$ cat src/hw/rtl/valid_kmer_counter_histogram_defines.svh
// ----------------------------------------------------------------------------
// Assertion macros for the valid k-mer counter
// Concurrent checks that are compiled out for synthesis.
// ----------------------------------------------------------------------------
`ifndef VALID_KMER_COUNTER_HISTOGRAM_DEFINES_SVH
`define VALID_KMER_COUNTER_HISTOGRAM_DEFINES_SVH
`ifndef SYNTHESIS
// same-cycle implication
`define VKCH_ASSERT_IMP(name, clk, rst_n, ante, cons) \
    name: assert property (@(posedge clk) disable iff (!rst_n) (ante) |-> (cons)) \
        else $error("vkch: assertion failed");
// next-cycle implication
`define VKCH_ASSERT_NXT(name, clk, rst_n, ante, cons) \
    name: assert property (@(posedge clk) disable iff (!rst_n) (ante) |=> (cons)) \
        else $error("vkch: assertion failed");
`else
`define VKCH_ASSERT_IMP(name, clk, rst_n, ante, cons)
`define VKCH_ASSERT_NXT(name, clk, rst_n, ante, cons)
`endif
`endif

$ cat src/hw/rtl/vkch_pkg.sv
// ----------------------------------------------------------------------------
// vkch_pkg
// Shared types and constants of the valid k-mer counter.
// ----------------------------------------------------------------------------
package vkch_pkg;

    localparam int CNT_W      = 10;
    localparam int BIN_W      = 10;
    localparam int HIST_DEPTH = 1 << BIN_W;
    localparam int OUT_W      = 32;
    localparam int IN_DATA_W  = 24;
    localparam int OUT_DATA_W = 112;
    localparam int PADDR_W    = 3;
    localparam int PDATA_W    = 32;

    localparam logic [CNT_W-1:0] KLEN_RESET = CNT_W'(31);
    localparam logic [CNT_W-1:0] MINK_RESET = '0;

    // input selector
    localparam logic MODE_CHAR  = 1'b0;
    localparam logic MODE_QUERY = 1'b1;

    // result kind
    localparam logic REPLY_READ  = 1'b0;
    localparam logic REPLY_QUERY = 1'b1;

    // register index, taken from paddr[2]
    localparam logic REG_KMER_LENGTH = 1'b0;
    localparam logic REG_MIN_KMERS   = 1'b1;

    typedef struct packed {
        logic [CNT_W-1:0] kmer_length;
        logic [CNT_W-1:0] min_kmers;
    } cfg_t;

    // request from the scanner to the histogram stage
    typedef struct packed {
        logic             valid;
        logic             reply_kind;
        logic             bad_char;
        logic             bump;        // increment the bin and report it
        logic [BIN_W-1:0] addr;
        logic [CNT_W-1:0] kmer_count;
        logic             keep;
        logic [OUT_W-1:0] reads_total;
        logic [OUT_W-1:0] reads_kept;
    } hist_req_t;

    typedef struct packed {
        logic             valid;
        logic             reply_kind;
        logic [CNT_W-1:0] kmer_count;
        logic             keep;
        logic             bad_char;
        logic [OUT_W-1:0] bin_reads;
        logic [OUT_W-1:0] reads_total;
        logic [OUT_W-1:0] reads_kept;
    } result_t;

endpackage

$ cat src/hw/rtl/vkch_cfg.sv
// ----------------------------------------------------------------------------
// vkch_cfg
// APB register file: window length and minimum count.
// ----------------------------------------------------------------------------
module vkch_cfg
(
    input  logic                          clk,
    input  logic                          rst_n,
    input  logic                          psel,
    input  logic                          penable,
    input  logic                          pwrite,
    input  logic [vkch_pkg::PADDR_W-1:0]  paddr,
    input  logic [vkch_pkg::PDATA_W-1:0]  pwdata,
    output logic [vkch_pkg::PDATA_W-1:0]  prdata,
    output logic                          pready,
    output vkch_pkg::cfg_t                cfg
);
    import vkch_pkg::*;

    cfg_t cfg_reg;
    cfg_t cfg_next;
    logic wr_en;

    assign pready = 1'b1;
    assign wr_en  = psel && penable && pwrite && pready;

    always_comb
    begin
        cfg_next = cfg_reg;
        if (wr_en)
        begin
            unique case (paddr[2])
                REG_KMER_LENGTH: cfg_next.kmer_length = pwdata[CNT_W-1:0];
                REG_MIN_KMERS:   cfg_next.min_kmers   = pwdata[CNT_W-1:0];
                default:         cfg_next = cfg_reg;
            endcase
        end
    end

    always_comb
    begin
        unique case (paddr[2])
            REG_KMER_LENGTH: prdata = PDATA_W'(cfg_reg.kmer_length);
            REG_MIN_KMERS:   prdata = PDATA_W'(cfg_reg.min_kmers);
            default:         prdata = '0;
        endcase
    end

    always_ff @(posedge clk or negedge rst_n)
    begin
        if (!rst_n)
        begin
            cfg_reg.kmer_length <= KLEN_RESET;
            cfg_reg.min_kmers   <= MINK_RESET;
        end
        else
        begin
            cfg_reg <= cfg_next;
        end
    end

    assign cfg = cfg_reg;

endmodule

$ cat config.mk
export PLATFORM = sky130hd
export DESIGN_NAME = vkch_cfg
export DESIGN_NICKNAME = d
export VERILOG_FILES = /design/src/hw/rtl/valid_kmer_counter_histogram_defines.svh /design/src/hw/rtl/vkch_pkg.sv /design/src/hw/rtl/vkch_cfg.sv
export SDC_FILE = /design/constraint.sdc
export NUM_CORES = 1
export LEC_CHECK = 0
export BUFFER_PORTS_ARGS = -buffer_cell sky130_fd_sc_hd__buf_2
export CORE_UTILIZATION = 39
export CTS_BUF_LIST = sky130_fd_sc_hd__clkbuf_8
export DETAILED_ROUTE_END_ITERATION = 8
export GPL_TIMING_DRIVEN = 0
export HOLD_SLACK_MARGIN = 0.02
export PLACE_DENSITY = 0.81
export SLEW_MARGIN = 0
export SYNTH_ARGS = -nofsm -noshare
export SYNTH_HDL_FRONTEND = slang
export SYNTH_SLANG_ARGS = --single-unit
$ cat constraint.sdc
create_clock -name clk -period 0.9 [get_ports clk]
set_clock_uncertainty 0.1 [all_clocks]
set_input_delay 0.135 -clock clk [delete_from_list [all_inputs] [get_ports clk]]
set_output_delay 0.135 -clock clk [all_outputs]
set_load 0.05 [all_outputs]
== After elaboration in Yosys (flattened, before gate mapping) ==
Index checks and enable logic that the tools add are counted.

* Output and inout port bits: 53
* Input bits: 40
* Bits in latches: 0
* Memories: 0
* Register bits after elaboration: 20
* Bits in writable memories: 0
* Bits in read-only memories: 0
* Word-level logic and storage cells: 8

* Bitwise operators: 1
* Add/sub/neg operators: 0
* Multipliers: 0
* Divide/modulo/power cells: 0
* Mux-type cells: 1
* Reductions and logical operators: 4
* Shift operators: 0
* $lt $le $gt $ge: 0
* Equality and inequality tests: 0

{| class="wikitable"
|+ Operators with widths
! operator !! count
|-
| case mux 32 bit (2 select lines) || 1
|-
| AND reduction 2 bit || 2
|-
| logical AND 1 bit || 2
|-
| inverter 1 bit || 1
|}

== Longest topological paths before layout ==
* Depth in word-level cells: 3
* Depth in mapped cells: 3
* Depth with buffers taken out: 2

== Worst setup path after synthesis ==
OpenSTA, ideal clock, no wires.

* Path kind: register to output
* Start point: register cfg_reg (netlist bit cfg[10])
* End point: output prdata[0] (netlist bit)
* Data arrival time: 1.055 ns
* Stages on the path, launching flop included: 2
* Setup slack: -0.390 ns
* Buffers on the path: 0
* Required time: 0.665 ns
* Cells stage by stage: dfstp_2 -> mux2_2

* Cells in the longest elaborated chain, start to end: 1

{| class="wikitable"
|+ RTL lines
! item !! line !! text
|-
| start: declaration || vkch_cfg.sv:20 || <nowiki>cfg_t cfg_reg;</nowiki>
|-
| start signal: assignment || vkch_cfg.sv:58 || <nowiki>cfg_reg <= cfg_next;</nowiki>
|-
| case mux 32 bit (2 select lines) || vkch_cfg.sv:42 || <nowiki>unique case (paddr[2])</nowiki>
|-
| end: declaration || vkch_cfg.sv:14 || <nowiki>output logic [vkch_pkg::PDATA_W-1:0] prdata,</nowiki>
|}

No other way between the ends. The select of a mux whose other input is x is not followed.

== Final worst setup path ==
* Start point: register cfg_reg (netlist bit cfg[5])
* End point: output prdata[5] (netlist bit)

Same word-level chain as after synthesis.

==> results.toml <==
[worst_setup_path]
ff2ff_path_depth = 3
slowest_delay_ns = 0.44
reg2reg_slack_ns = -0.24
crit_fanout = 3
path_class = "flip-flop to primary output"
startpoint_type = "flip-flop"
critical_path_arrival_ns = 1.12
rr_startpoint = "cfg[1]"
required_ns = 0.66
r2r-end = "cfg[1]"
worstPathCellList = "mux2_4 > buf_6"
cp-end-kind = "primary output"
worst_path_max_delay_cell = "dfrtp_2"

[synth]
yosys_warnings = 0
synth_xor_area_share_pct = 0
synth_top_family_by_area = "multiplexers"
synthesis.area_mm2 = 0.00110
avgSynthCellArea_um2 = 13.9
synth_cells = 79
yosysTopAreaCell = "dfrtp_1"
synth_cell_types = 10
synth_compound_area_share_pct = 0
synthTopCellsByArea = "dfrtp_1, mux2_2, buf_4"
yosysSeqAreaShare_pct = 46.1
synthMuxAreaShare_pct = 34.1
yosys.area_share.simple_pct = 1.93
synth.ff_latch_count = 20
synth_adder_area_share_pct = 0
yosys.area.top_type_share_pct = 34.1

[placement]
pre_cts_slack_ns = -0.477
place_inst = 175
io_buffers = 45
place_congestion = 0.566
hpwl_mm = 1.62

[sta]
fin_crit_sh_pct = 151
finalSetupViolations = 48
finalHoldViolations = 0
setup_ws_ns = -0.458
rsz0062_at_grt = "true"
final_max_slew_viol_count = 0
fin_crit_ns = 1.36
timing.fmax_mhz = 736

[route]
wl_per_cell_um = 17.3
drt-total-wl_mm = 3.51
firstDrtPassIters = 3
drcViolationCount = 0
drt.antenna.violating_nets = 0
drtIter0Drc = 5
via_per_inst = 4.45
num_vias = 903

[pwr]
peakVddDrop_mv = 1.91
p_leak_nw = 1.14
powerDensity_mw_per_mm2 = 2710

[floorplan]
fp.coreArea_mm2 = 0.00257
rows = 18
die_x_um = 55.1
die_y_um = 55.1
initial_core_util_pct = 42.8
boundaryPins = 93
die_area_mm2 = 0.00304

[grt]
grt_overflow = 0
grtUsageTotal_pct = 21.0
grt_pass1_vias = 859
grt_pass1_wl_mm = 4.31
grt_max_degree = 21
antenna_found_initial = 0

[cts]
cts_sinks = 20
cts-root-buf = "clkbuf_8"
cts_hold_buffers = 1
clkTransAtPathRegs_ns = 0.08
cts_tree = "yes"
clk_latency_ns = 0.25
numCtsBuffers = 3
cts_buffer_depth = 2
cts_max_level = 1

[outcome]
status = "complete, but fails checks"
failed_checks = "negative setup slack"

[worst_hold_path]
whs_path_depth = 2
min_path_type = "input port to flip-flop"
hold_path.startpoint = "pwdata[7]"
min_to = "cfg[7]"

[layout]
nFillCells = 120
fin_nets = 214
drive_above_1_share_pct = 85.5
area_growth_pct = 94.3
instances_no_fill = 203
largest_reg_flops = 20
antennaDiodeCount = 0

[job]
drv_cap = 0
## through the flow
step,power (mW),cell area (um2),util (%),TNS (ns),hold slack (ns)
final,5.80,2140,83.2,-12.43,0.0203
after global routing,6.01,2140,83.2,-13.57,0.0161
after CTS,5.49,2050,79.7,-11.37,0.0197
after detailed placement,3.65,1540,60.1,-10.05,0.00932
after global placement,3.62,1540,60.1,-9.72,-0.00150
after floorplan,3.24,1280,-,-4.95,-0.261
## worst max-delay path, delay by kind of cell (launching register included)
kind,cells,cell delay [ns]
flops,1,0.44
buf+inv,1,0.15
mux,1,0.27
## routing by layer
layer	part of all wire, %	wire, um	track usage, %
met5	0	0	0
met2	52	1810	40.6
met1	38	1320	22.5
met4	2.2	78	6.67
met3	8.3	292	4.10
## what timing repair did
item	4_1_cts	5_1_grt
buffers inserted	19	7
cloned	0	0
endpoints found under the hold margin	16	2
setup endpoints to repair	30	62
gates resized for setup	84	21
## cell type report
cell class                 instances  area [um2]  area share (%)
clock buffer                       3        41.3            1.93
multi-input combinational         55         567            26.5
timing repair buffer              69         744            34.8
buffer                            25         191            8.96
sequential                        20         526            24.6
tap                               30        37.5            1.76
clock inverter                     1        30.0            1.41
## cells in the mapped netlist (all sizes together)
library cell  count
nand4b            1
mux2             30
conb              2
buf              25
nand4             1
dfstp             5
dfrtp            15
## layout by cell type, fill, tap and decap left out, drive strengths merged
cell / netlist / layout
nand4b: 1 / 1
conb: 2 / 23
clkbuf: 0 / 4
dlygate4sd3: 0 / 1
mux2: 30 / 30
buf: 25 / 92
bufinv: 0 / 1
dfrtp: 15 / 15
dfstp: 5 / 5
nand4: 1 / 1
## worst max-delay path by stage
stage          slack [ns]  startpoint   endpoint
2_1_floorplan       -0.32     cfg[10]  prdata[0]
3_3_place_gp        -0.46    paddr[2]  prdata[7]
3_5_place_dp        -0.48    paddr[2]  prdata[9]
4_1_cts             -0.43     cfg[19]  prdata[9]
5_1_grt             -0.49     cfg[11]  prdata[1]
6_report            -0.46      cfg[5]  prdata[5]
## power by group
part	switching [mW]	internal, mW	total, mW
combinational	1.90	1.66	3.57
sequential	0.178	1.16	1.34
clock	0.300	0.593	0.893
## cell families (layout without fill, tap and decap cells)
group / count (synthesis) / after routing
other cells: 2 / 23
buf+inv: 25 / 98
mux: 30 / 30
simple gates: 2 / 2
flops: 20 / 20
Note: power is estimated with default switching activity, not from simulation.
