## config.mk

```make
export PLATFORM = sky130hd
export DESIGN_NAME = vkch_scan
export DESIGN_NICKNAME = d
export VERILOG_FILES = /design/src/hw/rtl/vkch_pkg.sv /design/src/hw/rtl/vkch_scan.sv
export VERILOG_INCLUDE_DIRS = /design/src /design/src/hw/rtl
export SDC_FILE = /design/constraint.sdc
export NUM_CORES = 1
export LEC_CHECK = 0
export ABC_AREA = 1
export BUFFER_PORTS_ARGS = -buffer_cell sky130_fd_sc_hd__buf_2
export CAP_MARGIN = 10
export CORE_MARGIN = 4
export CORE_UTILIZATION = 30
export DETAILED_ROUTE_END_ITERATION = 10
export HOLD_SLACK_MARGIN = 0.02
export PLACE_DENSITY = 0.6
export SYNTH_ARGS = -nofsm -noshare
export SYNTH_HDL_FRONTEND = slang
export SYNTH_SLANG_ARGS = --single-unit
```

## constraint.sdc

```tcl
create_clock -name clk -period 11.1 [get_ports clk]
set_input_delay 1.11 -clock clk [delete_from_list [all_inputs] [get_ports clk]]
set_output_delay 1.11 -clock clk [all_outputs]
set_load 0.01 [all_outputs]
```

## src/hw/rtl/valid_kmer_counter_histogram_defines.svh

```systemverilog
// ----------------------------------------------------------------------------
// Assertion macros for the valid k-mer counter
// Concurrent checks that are compiled out for synthesis.
// ----------------------------------------------------------------------------
`ifndef VALID_KMER_COUNTER_HISTOGRAM_DEFINES_SVH
`define VALID_KMER_COUNTER_HISTOGRAM_DEFINES_SVH
`ifndef SYNTHESIS
// same-cycle implication
`define VKCH_ASSERT_IMP(name, clk, rst_n, ante, cons) \
    name: assert property (@(posedge clk) disable iff (!rst_n) (ante) |-> (cons)) \
        else $error("vkch: assertion failed");
// next-cycle implication
`define VKCH_ASSERT_NXT(name, clk, rst_n, ante, cons) \
    name: assert property (@(posedge clk) disable iff (!rst_n) (ante) |=> (cons)) \
        else $error("vkch: assertion failed");
`else
`define VKCH_ASSERT_IMP(name, clk, rst_n, ante, cons)
`define VKCH_ASSERT_NXT(name, clk, rst_n, ante, cons)
`endif
`endif

```

## src/hw/rtl/vkch_pkg.sv

```systemverilog
// ----------------------------------------------------------------------------
// vkch_pkg
// Shared types and constants of the valid k-mer counter.
// ----------------------------------------------------------------------------
package vkch_pkg;

    localparam int CNT_W      = 10;
    localparam int BIN_W      = 10;
    localparam int HIST_DEPTH = 1 << BIN_W;
    localparam int OUT_W      = 32;
    localparam int IN_DATA_W  = 24;
    localparam int OUT_DATA_W = 112;
    localparam int PADDR_W    = 3;
    localparam int PDATA_W    = 32;

    localparam logic [CNT_W-1:0] KLEN_RESET = CNT_W'(31);
    localparam logic [CNT_W-1:0] MINK_RESET = '0;

    // input selector
    localparam logic MODE_CHAR  = 1'b0;
    localparam logic MODE_QUERY = 1'b1;

    // result kind
    localparam logic REPLY_READ  = 1'b0;
    localparam logic REPLY_QUERY = 1'b1;

    // register index, taken from paddr[2]
    localparam logic REG_KMER_LENGTH = 1'b0;
    localparam logic REG_MIN_KMERS   = 1'b1;

    typedef struct packed {
        logic [CNT_W-1:0] kmer_length;
        logic [CNT_W-1:0] min_kmers;
    } cfg_t;

    // request from the scanner to the histogram stage
    typedef struct packed {
        logic             valid;
        logic             reply_kind;
        logic             bad_char;
        logic             bump;        // increment the bin and report it
        logic [BIN_W-1:0] addr;
        logic [CNT_W-1:0] kmer_count;
        logic             keep;
        logic [OUT_W-1:0] reads_total;
        logic [OUT_W-1:0] reads_kept;
    } hist_req_t;

    typedef struct packed {
        logic             valid;
        logic             reply_kind;
        logic [CNT_W-1:0] kmer_count;
        logic             keep;
        logic             bad_char;
        logic [OUT_W-1:0] bin_reads;
        logic [OUT_W-1:0] reads_total;
        logic [OUT_W-1:0] reads_kept;
    } result_t;

endpackage

```

## src/hw/rtl/vkch_scan.sv

```systemverilog
// ----------------------------------------------------------------------------
// vkch_scan
// Per-character run tracking, error latch and read tallies.
// ----------------------------------------------------------------------------
`include "valid_kmer_counter_histogram_defines.svh"

module vkch_scan #(
    parameter int MAX_COUNT   = 1023,
    parameter int TALLY_WIDTH = 32
)
(
    input  logic                            clk,
    input  logic                            rst_n,
    input  logic                            accept,
    input  logic                            mode,
    input  logic [7:0]                      base_char,
    input  logic                            end_of_read,
    input  logic [vkch_pkg::BIN_W-1:0]      bin_index,
    input  vkch_pkg::cfg_t                  cfg,
    output vkch_pkg::hist_req_t             req
);
    import vkch_pkg::*;

    localparam int RUN_CAP_I = (1 << CNT_W) - 1;
    localparam int CNT_CAP_I = (MAX_COUNT < RUN_CAP_I) ? MAX_COUNT : RUN_CAP_I;
    localparam logic [CNT_W-1:0] RUN_CAP = CNT_W'(RUN_CAP_I);
    localparam logic [CNT_W-1:0] CNT_CAP = CNT_W'(CNT_CAP_I);

    localparam logic [7:0] CH_UP_A = 8'h41;
    localparam logic [7:0] CH_UP_Z = 8'h5A;
    localparam logic [7:0] CH_UP_N = 8'h4E;
    localparam logic [7:0] CH_A    = 8'h61;
    localparam logic [7:0] CH_C    = 8'h63;
    localparam logic [7:0] CH_G    = 8'h67;
    localparam logic [7:0] CH_T    = 8'h74;
    localparam logic [7:0] CH_N    = 8'h6E;
    localparam logic [7:0] CASE_OFS = 8'h20;

    logic [CNT_W-1:0]       run_reg, run_next;
    logic [CNT_W-1:0]       kmers_reg, kmers_next;
    logic                   halted_reg, halted_next;
    logic [TALLY_WIDTH-1:0] total_reg, total_next;
    logic [TALLY_WIDTH-1:0] kept_reg, kept_next;

    logic [CNT_W-1:0]       k_eff;
    logic [7:0]             ch_lc;
    logic                   ch_ok;
    logic                   halted_after;
    logic [CNT_W-1:0]       run_inc;
    logic [CNT_W-1:0]       run_char;
    logic [CNT_W-1:0]       kmers_char;
    logic                   keep;
    logic [TALLY_WIDTH-1:0] total_inc;
    logic [TALLY_WIDTH-1:0] kept_inc;
    logic                   tally_now;

    always_comb
    begin
        // zero window length acts as one
        k_eff = (cfg.kmer_length == '0) ? CNT_W'(1) : cfg.kmer_length;
        ch_lc = ((base_char >= CH_UP_A) && (base_char <= CH_UP_Z)) ?
                (base_char + CASE_OFS) : base_char;
        ch_ok = (ch_lc == CH_A) || (ch_lc == CH_C) || (ch_lc == CH_G) ||
                (ch_lc == CH_T) || (ch_lc == CH_N);
        halted_after = halted_reg || !ch_ok;
        run_inc = (run_reg == RUN_CAP) ? run_reg : run_reg + CNT_W'(1);

        run_char   = run_reg;
        kmers_char = kmers_reg;
        if (!halted_after)
        begin
            if (base_char == CH_UP_N)
            begin
                run_char = '0;
            end
            else
            begin
                run_char = run_inc;
                if ((run_inc >= k_eff) && (kmers_reg < CNT_CAP))
                begin
                    kmers_char = kmers_reg + CNT_W'(1);
                end
            end
        end

        keep      = kmers_char >= cfg.min_kmers;
        total_inc = (&total_reg) ? total_reg : total_reg + 1'b1;
        kept_inc  = (&kept_reg) ? kept_reg : kept_reg + 1'b1;
        tally_now = accept && (mode == MODE_CHAR) && end_of_read && !halted_after;

        run_next    = run_reg;
        kmers_next  = kmers_reg;
        halted_next = halted_reg;
        total_next  = total_reg;
        kept_next   = kept_reg;
        if (accept && (mode == MODE_CHAR))
        begin
            halted_next = halted_after;
            run_next    = end_of_read ? '0 : run_char;
            kmers_next  = end_of_read ? '0 : kmers_char;
        end
        if (tally_now)
        begin
            total_next = total_inc;
            if (keep)
            begin
                kept_next = kept_inc;
            end
        end

        // request to the histogram stage
        req             = '0;
        req.valid       = accept && ((mode == MODE_QUERY) || end_of_read);
        req.reply_kind  = (mode == MODE_QUERY) ? REPLY_QUERY : REPLY_READ;
        req.reads_total = OUT_W'(total_reg);
        req.reads_kept  = OUT_W'(kept_reg);
        if (mode == MODE_QUERY)
        begin
            req.bad_char = halted_reg;
            req.addr     = bin_index;
        end
        else if (halted_after)
        begin
            req.bad_char = 1'b1;
        end
        else
        begin
            req.bump        = 1'b1;
            req.addr        = BIN_W'(kmers_char);
            req.kmer_count  = kmers_char;
            req.keep        = keep;
            req.reads_total = OUT_W'(total_inc);
            req.reads_kept  = keep ? OUT_W'(kept_inc) : OUT_W'(kept_reg);
        end
    end

    always_ff @(posedge clk or negedge rst_n)
    begin
        if (!rst_n)
        begin
            run_reg    <= '0;
            kmers_reg  <= '0;
            halted_reg <= 1'b0;
            total_reg  <= '0;
            kept_reg   <= '0;
        end
        else
        begin
            run_reg    <= run_next;
            kmers_reg  <= kmers_next;
            halted_reg <= halted_next;
            total_reg  <= total_next;
            kept_reg   <= kept_next;
        end
    end

    `VKCH_ASSERT_NXT(a_halt_sticky, clk, rst_n, halted_reg, halted_reg)
    `VKCH_ASSERT_IMP(a_kmers_capped, clk, rst_n, 1'b1, kmers_reg <= CNT_CAP)
    `VKCH_ASSERT_IMP(a_kept_le_total, clk, rst_n, 1'b1, kept_reg <= total_reg)

endmodule

```

---- Yosys cells after proc, flatten, opt, wreduce, memory -nomap -nowiden ----
Index checks and enable logic that the tools add are counted.
word-level totals
  flip-flop bits (word level) ............. 85
  logic and storage cells ................. 62
  output and inout bits ................... 89
  bits of input ports ..................... 43
operators by class
  bitwise logic cells ..................... 1
  multiplexer cells ....................... 20
  add/subtract/negate cells ............... 5
  equality and inequality tests ........... 8
  magnitude comparators ................... 5
  reduce and logical (&&, ||, !) cells .... 18
operator list
  operator               number
  $mux 10                10
  $mux 32                3
  $mux 86                1
  $mux 75                1
  $add 32x1->32 const B  2
  $reduce_and 32->1      2
  $eq 8x7->1 const B     6
  $add 10x1->10 const B  2
  $ge 10x10->1           2
  $eq 10x10->1 const B   1
  $logic_not 10->1       1
  $lt 10x10->1 const B   1
  $add 8x6->8 const B    1
  $ge 8x7->1 const B     1
  $le 8x7->1 const B     1
  $mux 8                 1
  $logic_and 1x1->1      6
  $logic_or 1x1->1       6
  $mux 1                 4
  $logic_not 1->1        2
  $ne 2x2->1 const B     1
  $reduce_and 2->1       1
  $not 1->1              1

---- Longest topological paths before layout ----
Gate-level depths: netlist (run 1).
  word-level depth ........................ 15
  mapped depth ............................ 38

---- Least setup slack after synthesis (run 1) ----
OpenSTA, ideal clock, no wires.
  path type ............................... reg-to-output
  start point ............................. register run_reg[0]
  end point ............................... output req[13] in the netlist's numbering
  arrival ................................. 4.306 ns
  setup slack ............................. 5.684 ns
  cell stages (with the launch flop) ...... 36
  cell sequence ........................... dfrtp_1 > ha_1 > nand2_1 > nor2_1 > nand2_1 > nor2_1 > nand2_1 > nand2_1 > inv_1 > nand3_1 > xor2_1 > inv_1 > ha_1 > nand2_1 > nor2_1 > nand3_1 > nand4_1 > nand2_1 > nor2_8 > buf_6 > nand2_1 > o21ai_0 > inv_1 > ha_1 > inv_1 > nor2_1 > o211ai_1 > nand4_1 > inv_1 > clkbuf_1 > nand2_1 > nand2_1 > nand2_1 > nand2_1 > nand2_1 > nand2_1
RTL lines
  item                      line              source
  start: declaration        vkch_scan.sv:39   logic [CNT_W-1:0] run_reg, run_next;
  start signal: assignment  vkch_scan.sv:149  run_reg <= run_next;
  end: declaration          vkch_scan.sv:20   output vkch_pkg::hist_req_t req

==> reports/metrics.yaml, run 1 <==
hpwlAfterDp_mm: 17.99
io_buffers: 131
r2r-end: "kept_reg[21]"
synth.top_cell.area_share: 0.2730
synth_most_common_cell: "nand2_1"
drc: 0
die_y_um: 169.2
timing.final.crit_share: 0.6329
post_cts_buffers: 0
drt-initial-drc-count: 529
ys_warn_count: 0
syn_area_per_cell_um2: 5.952
holdCritStartpoint: "kmers_reg[9]"
area_growth_pct: 14.68
ys_ff_latch: 85
grt_usage: 0.1643
hold_path.class: "reg -> reg"
rows: 58
cts_max_level: 3
start_kind: "flop"
synth_edf_count: 0
slew_headroom: 0.2535
post_cts_resized: 0
powerDensity_nw_per_um2: 77.97
io_pins: 132
final_layout_size_suffix_gt1_frac: 0.1260
hold_path_depth: 2
slew_violations: 0
status: "finished clean"
numCtsBuffers: 9
cts_hold_buffers: 0
crit_slowest_cell: "o21ai_0"
cts.clk_slew.worst_paths_ns: 0.07
dr.pass1.iters: 5
die_w_um: 169.2
die-area_um2: 28610
cp_common_cell: "nand2_1"
cts_tree: "done"
grt_setup_unrepaired: "no"
timing.hold.ws_ns: 0.5207
hold-path-endpoint: "kmers_reg[9]"
crit_buf_inv: 6
cts_buffer_depth: 2
ir_worst_vdd_v: 0.00006879
core_um2: 25400
synthArstFlopShare: 1.000
power.leakage_nw: 4.805
grt_pass1_wl_mm: 38.90
cpPeakStageDelay_ns: 0.58
antenna_found_initial: 0
diodes: 0
tightest_slew_ns: 1.120
start_util: 0.3067
ys_top_cells_by_count: "nand2_1, inv_1, o21ai_0, nand3_1, nor2_1"
finClkSkew_ns: 0.009215
gp_congestion: 0.9074
final.setup.worst_slack_ns: 4.075
place_ws_ns: 4.386
grt_pass1_vias: 7761
viasPerCell: 4.768
ys_seq_area_frac: 0.2730
grt_max_degree: 125
syn_nets: 1377
max_freq_mhz: 142.4
setup_violations: 0
drt.antenna.violating_nets: 0
synth_area_leaders: "dfrtp_1, nand2_1, o21ai_0"
synth_largest_area_cell: "dfrtp_1"
drv_cap: 0
clk-insertion-delay-late_ns: 0.35
worstReg2RegStart: "run_reg[0]"
vias: 8310
hold_viol_final: 0
wirelength_mm: 23.65
synth_cell_types: 39
critPathTopFamily: "simple AND/OR/NAND/NOR gates"
crit_arrival_ns: 5.91
fin_nets: 1477
tns_ns: 0
cp_data_required_time_ns: 9.99
cts.sink_count: 85
gr-total-overflow: 0
wl_per_cell_um: 13.57
period_needed_ns: 7.025
synth_top_flop_cell: "dfrtp_1"
crit_path_end_kind: "primary output"
rr_worst_depth: 31
synthCells: 1309
netlist_area_um2: 7791
fill_cells: 2840
ff2ff_setup_slack_ns: 5.58
critical_path_class: "reg -> out"
crit_fanout: 51
ctsRootBufferMaster: "clkbuf_16"
kinds of logic after synthesis:
group                    Yosys count  share of synthesized area
XOR/XNOR                          22                    0.02473
AO/OA/AOI/OAI                    200                     0.1339
buffers and inverters            234                     0.1230
flip-flops                        85                     0.2730
AND/OR/NAND/NOR                  743                     0.4052
adder cells (fa/ha/maj)           25                    0.04015
area by class of cell:
class                           instances  area, µm²  area share
Multi-Input combinational cell        990       4711      0.5272
Sequential cell                        85       2127      0.2381
Inverter                              187      701.9     0.07856
Timing Repair Buffer                  136      695.7     0.07786
Tap cell                              330      412.9     0.04621
Clock buffer                           13      270.3     0.03025
Clock inverter                          2      16.27    0.001820
cell usage in the layout (no fill, tap or decap), drive strengths merged, types with 2 or more instances in the layout:
master  count
nor4        7
o22ai      11
xnor2       3
clkbuf     13
ha         25
xor2       19
nand2     476
dfrtp      85
o21a        3
nand4      16
nand3     114
nor3b       3
inv       186
a21oi      20
clkinv      2
nor2       95
or2         5
nor3       26
buf       136
o21ai     164
power breakdown:
group          leakage, nW  switching, mW  internal, mW
combinational         3.79         0.0484        0.0270
clock                0.138          0.132         0.170
sequential           0.880        0.00425         0.314
total                 4.80          0.185         0.512
worst max path at each step:
| stage | cells after the start | from | endpoint |
|---|---|---|---|
| after global routing | 34 | run_reg[1] | req[11] |
| after global placement | 32 | run_reg[0] | req[26] |
| after CTS | 32 | run_reg[0] | req[26] |
| final | 34 | run_reg[0] | req[8] |
| after floorplan | 35 | run_reg[0] | req[13] |
| after detailed placement | 32 | run_reg[0] | req[26] |
worst register-to-register path: cells and delay by family, from the launching register on:
family          cells  cell delay, ns
simple gates       19            2.09
buf+inv             5            1.04
fa+ha+maj           3            0.81
compound gates      3            0.81
flops               1            0.37
xor+xnor            1            0.20
metrics by stage:
step / instances / cell area, µm² / total power, mW / util
floorplan: 1309 / 7791 / 0.3699 / -
global placement: 1728 / 8648 / 0.3992 / 0.3405
detailed placement: 1728 / 8648 / 0.4010 / 0.3405
CTS: 1743 / 8935 / 0.7081 / 0.3518
global route: 1743 / 8935 / 0.7339 / 0.3518
finish: 1743 / 8935 / 0.6966 / 0.3518
routing by layer:
layer	track usage	routed length, µm	vias to the layer above
li1	-	-	4365
met1	0.2170	10930	3746
met2	0.2818	11270	175
met3	0.02376	1043	24
met4	0.04515	403	0
met5	0	0	-
No activity file was read; power rests on OpenSTA's default activity.
==> run 2, diff against run 1 <==
- ABC_AREA: 1 -> 0
- PLACE_DENSITY: 0.6 -> 0.62
- clock period: 11.1 -> 6.2 ns (I/O delays scaled with it)
==> run 2 against run 1 <==
Effect of this change:
- wire length down 23%
- synthesized cell count down 41%
- setup slack worse by 3.6 ns
- cell area down 12%
- via count down 28%
- clock-buffer cell count down 3
- utilization up 1.7 points
- global-route usage down 1.4 points
- flip-flop and latch count unchanged
- critical path type unchanged
- highest routed layer is now met5
==> reports/metrics.yaml, run 2 <==
status: "finished clean"
p_seq_frac: 0.475
critical_path_class: "reg -> out"
die_y_um: 156.3
final_layout_size_suffix_gt1_frac: 0.2206
dr.pass1.iters: 5
slew_violations: 0
grt_usage: 0.1504
synth_most_common_cell: "xnor2_1"
die-area_um2: 24420
ctsRootBufferMaster: "clkbuf_16"
hold_path.class: "in -> async"
clkPwrFrac: 0.451
antenna_found_initial: 2
drt-initial-drc-count: 350
synth_area_leaders: "dfrtp_1, xnor2_1, nand2_1"
swShare: 0.2609
crit_slowest_cell: "dfrtp_1"
synth.top_cell.area_share: 0.3225
cts.sink_count: 85
crit_path_end_kind: "primary output"
synth_largest_area_cell: "dfrtp_1"
ff2ff_setup_slack_ns: 1.10
synth_edf_count: 0
top_layer: "met5"
synthArstFlopShare: 1.000
place_ws_ns: 0.2457
ys_ff_latch: 85
netlist_area_um2: 6596
diodes: 0
ys_seq_area_frac: 0.3225
grt_pass1_wl_mm: 29.93
hpwlAfterDp_mm: 13.58
ys_warn_count: 0
crit_arrival_ns: 5.15
final_cell_mix: "buf_2, xnor2_1, nand2_1"
fill_cells: 2203
cpPeakStageDelay_ns: 0.43
start_util: 0.3089
start_kind: "flop"
slew_headroom: 0.2790
switchingPower_mw: 0.3114
area_growth_pct: 19.37
numCtsBuffers: 9
cts_buffer_depth: 2
clk-insertion-delay-late_ns: 0.35
period_needed_ns: 5.774
power.leakage_nw: 3.706
timing.hold.ws_ns: 0.09938
cts_hold_buffers: 0
drc: 0
powerDensity_nw_per_um2: 151.6
syn_area_per_cell_um2: 8.522
drv_cap: 0
grt_pass1_vias: 5714
cp_data_required_time_ns: 5.58
fin_nets: 956
synth_top_flop_cell: "dfrtp_1"
crit_fanout: 20
cts_tree: "done"
cp_common_cell: "xnor2_1"
path_cells: "and4_2 -> and2_1 -> nand3_1 -> xnor2_1 -> ha_1 -> nand2b_1 -> a211oi_1 -> o31a_2 -> a21oi_2 -> xnor2_1 -> inv_1 -> ha_1 -> nand4_1 -> nor2_1 -> a21oi_2 -> a21o_4 -> inv_6 -> buf_4 -> nand4_1 -> xnor2_1 -> buf_2"
rows: 53
wirelength_mm: 18.20
finClkSkew_ns: 0.009555
setup_violations: 0
max_freq_mhz: 173.2
core_um2: 21350
tightest_slew_ns: 1.081
io_pins: 132
gp_congestion: 0.8495
ir_worst_vdd_v: 0.0001104
grt_max_degree: 78
synthCells: 774
tns_ns: 0
vias: 5952
routedLengthMet1_mm: 8.519
intPower_mw: 0.8821
ys_top_cells_by_count: "xnor2_1, nand2_1, dfrtp_1, nand3_1, nor2_1"
layout_commonest_cell: "buf_2"
die_w_um: 156.3
cts.clk_slew.worst_paths_ns: 0.07
viasPerCell: 5.096
syn_nets: 842
timing.final.crit_share: 0.9312
wl_met2_mm: 8.548
cts_max_level: 3
final.setup.worst_slack_ns: 0.4263
wl_per_cell_um: 15.59
wl_met3_um: 862
hold_viol_final: 0
io_buffers: 131
drt.antenna.violating_nets: 0
gr-total-overflow: 0
synth_cell_types: 71
power_frac_comb: 0.074
grt_setup_unrepaired: "no"
-- run 2: cell count changes after synthesis, moves of 40 or more --
cell / delta
nand3_1: -57
nor2_1: -40
inv_1: -144
o21ai_0: -130
nand2_1: -376
xnor2_1: +107
-- run 2: final timing paths --
| check | from | to | cells past startpoint |
|---|---|---|---|
| setup / recovery | run_reg[4] | req[11] | 21 |
| hold / removal | rst_n | kmers_reg[0] | 1 |
| min in group clk | total_reg[31] | total_reg[31] | 1 |
| hold reg to reg | total_reg[31] | total_reg[31] | 1 |
| max in group asynchronous | rst_n | kept_reg[23] | 2 |
| setup reg to reg | run_reg[4] | kept_reg[11] | 19 |
-- run 2: critical path: cells and delay by family, from the launching register on --
family,cells,cell delay [ns]
and+or+nand+nor,7,1.32
AOI/OAI and AO/OA,5,1.18
xor gates and xnor gates,3,0.73
adders and majority gates,2,0.57
buffers and inverters,4,0.55
DFF,1,0.43
-- run 2: power groups by stage --
| stage | clock network [mW] | logic (mW) | registers [mW] |
|---|---|---|---|
| after global placement | 0 | 0.0880 | 0.577 |
| after floorplan | 0 | 0.0466 | 0.573 |
| after detailed placement | 0 | 0.0890 | 0.577 |
| after CTS | 0.563 | 0.0901 | 0.566 |
| final | 0.539 | 0.0885 | 0.566 |
| after global routing | 0.583 | 0.103 | 0.567 |
-- run 2: stage by stage --
step	instance area, µm²	total power, mW	util	std cells
after floorplan	6596	0.6198	-	774
after global placement	7478	0.6647	0.3502	1152
after detailed placement	7478	0.6660	0.3502	1152
after CTS	7782	1.220	0.3645	1168
after global routing	7874	1.253	0.3687	1168
final	7874	1.193	0.3687	1168
-- run 2: layer usage --
| metal | global-route usage | up-vias |
|---|---|---|
| met4 | 0.03967 | 4 |
| met2 | 0.2422 | 138 |
| met3 | 0.02904 | 19 |
| met5 | 0 | - |
| met1 | 0.2075 | 2842 |
| li1 | - | 2949 |
-- run 2: final cells by class --
cell class | count | area (µm²) | share of cell area
Clock buffer | 10 | 239.0 | 0.03035
Clock inverter | 6 | 53.80 | 0.006833
Inverter | 40 | 155.1 | 0.01970
Timing Repair Buffer | 138 | 710.7 | 0.09026
Tap cell | 275 | 344.1 | 0.04370
Multi-Input combinational cell | 614 | 4243 | 0.5389
Sequential cell | 85 | 2128 | 0.2703
-- run 2: what timing repair did --
action / in CTS / in global routing
setup endpoints to repair: 11 / 32
resized for setup: 3 / 20
pin swaps: 0 / 0
hold endpoints to repair: 0 / 0
buffers inserted: 0 / 0
-- run 2: kinds of logic after synthesis --
group	Yosys count	synth area share
XOR/XNOR	137	0.1819
multiplexers	5	0.008914
adder cells (fa/ha/maj)	25	0.04742
AO/OA/AOI/OAI	96	0.1072
flip-flops	85	0.3225
AND/OR/NAND/NOR	351	0.2826
buffers and inverters	75	0.04950
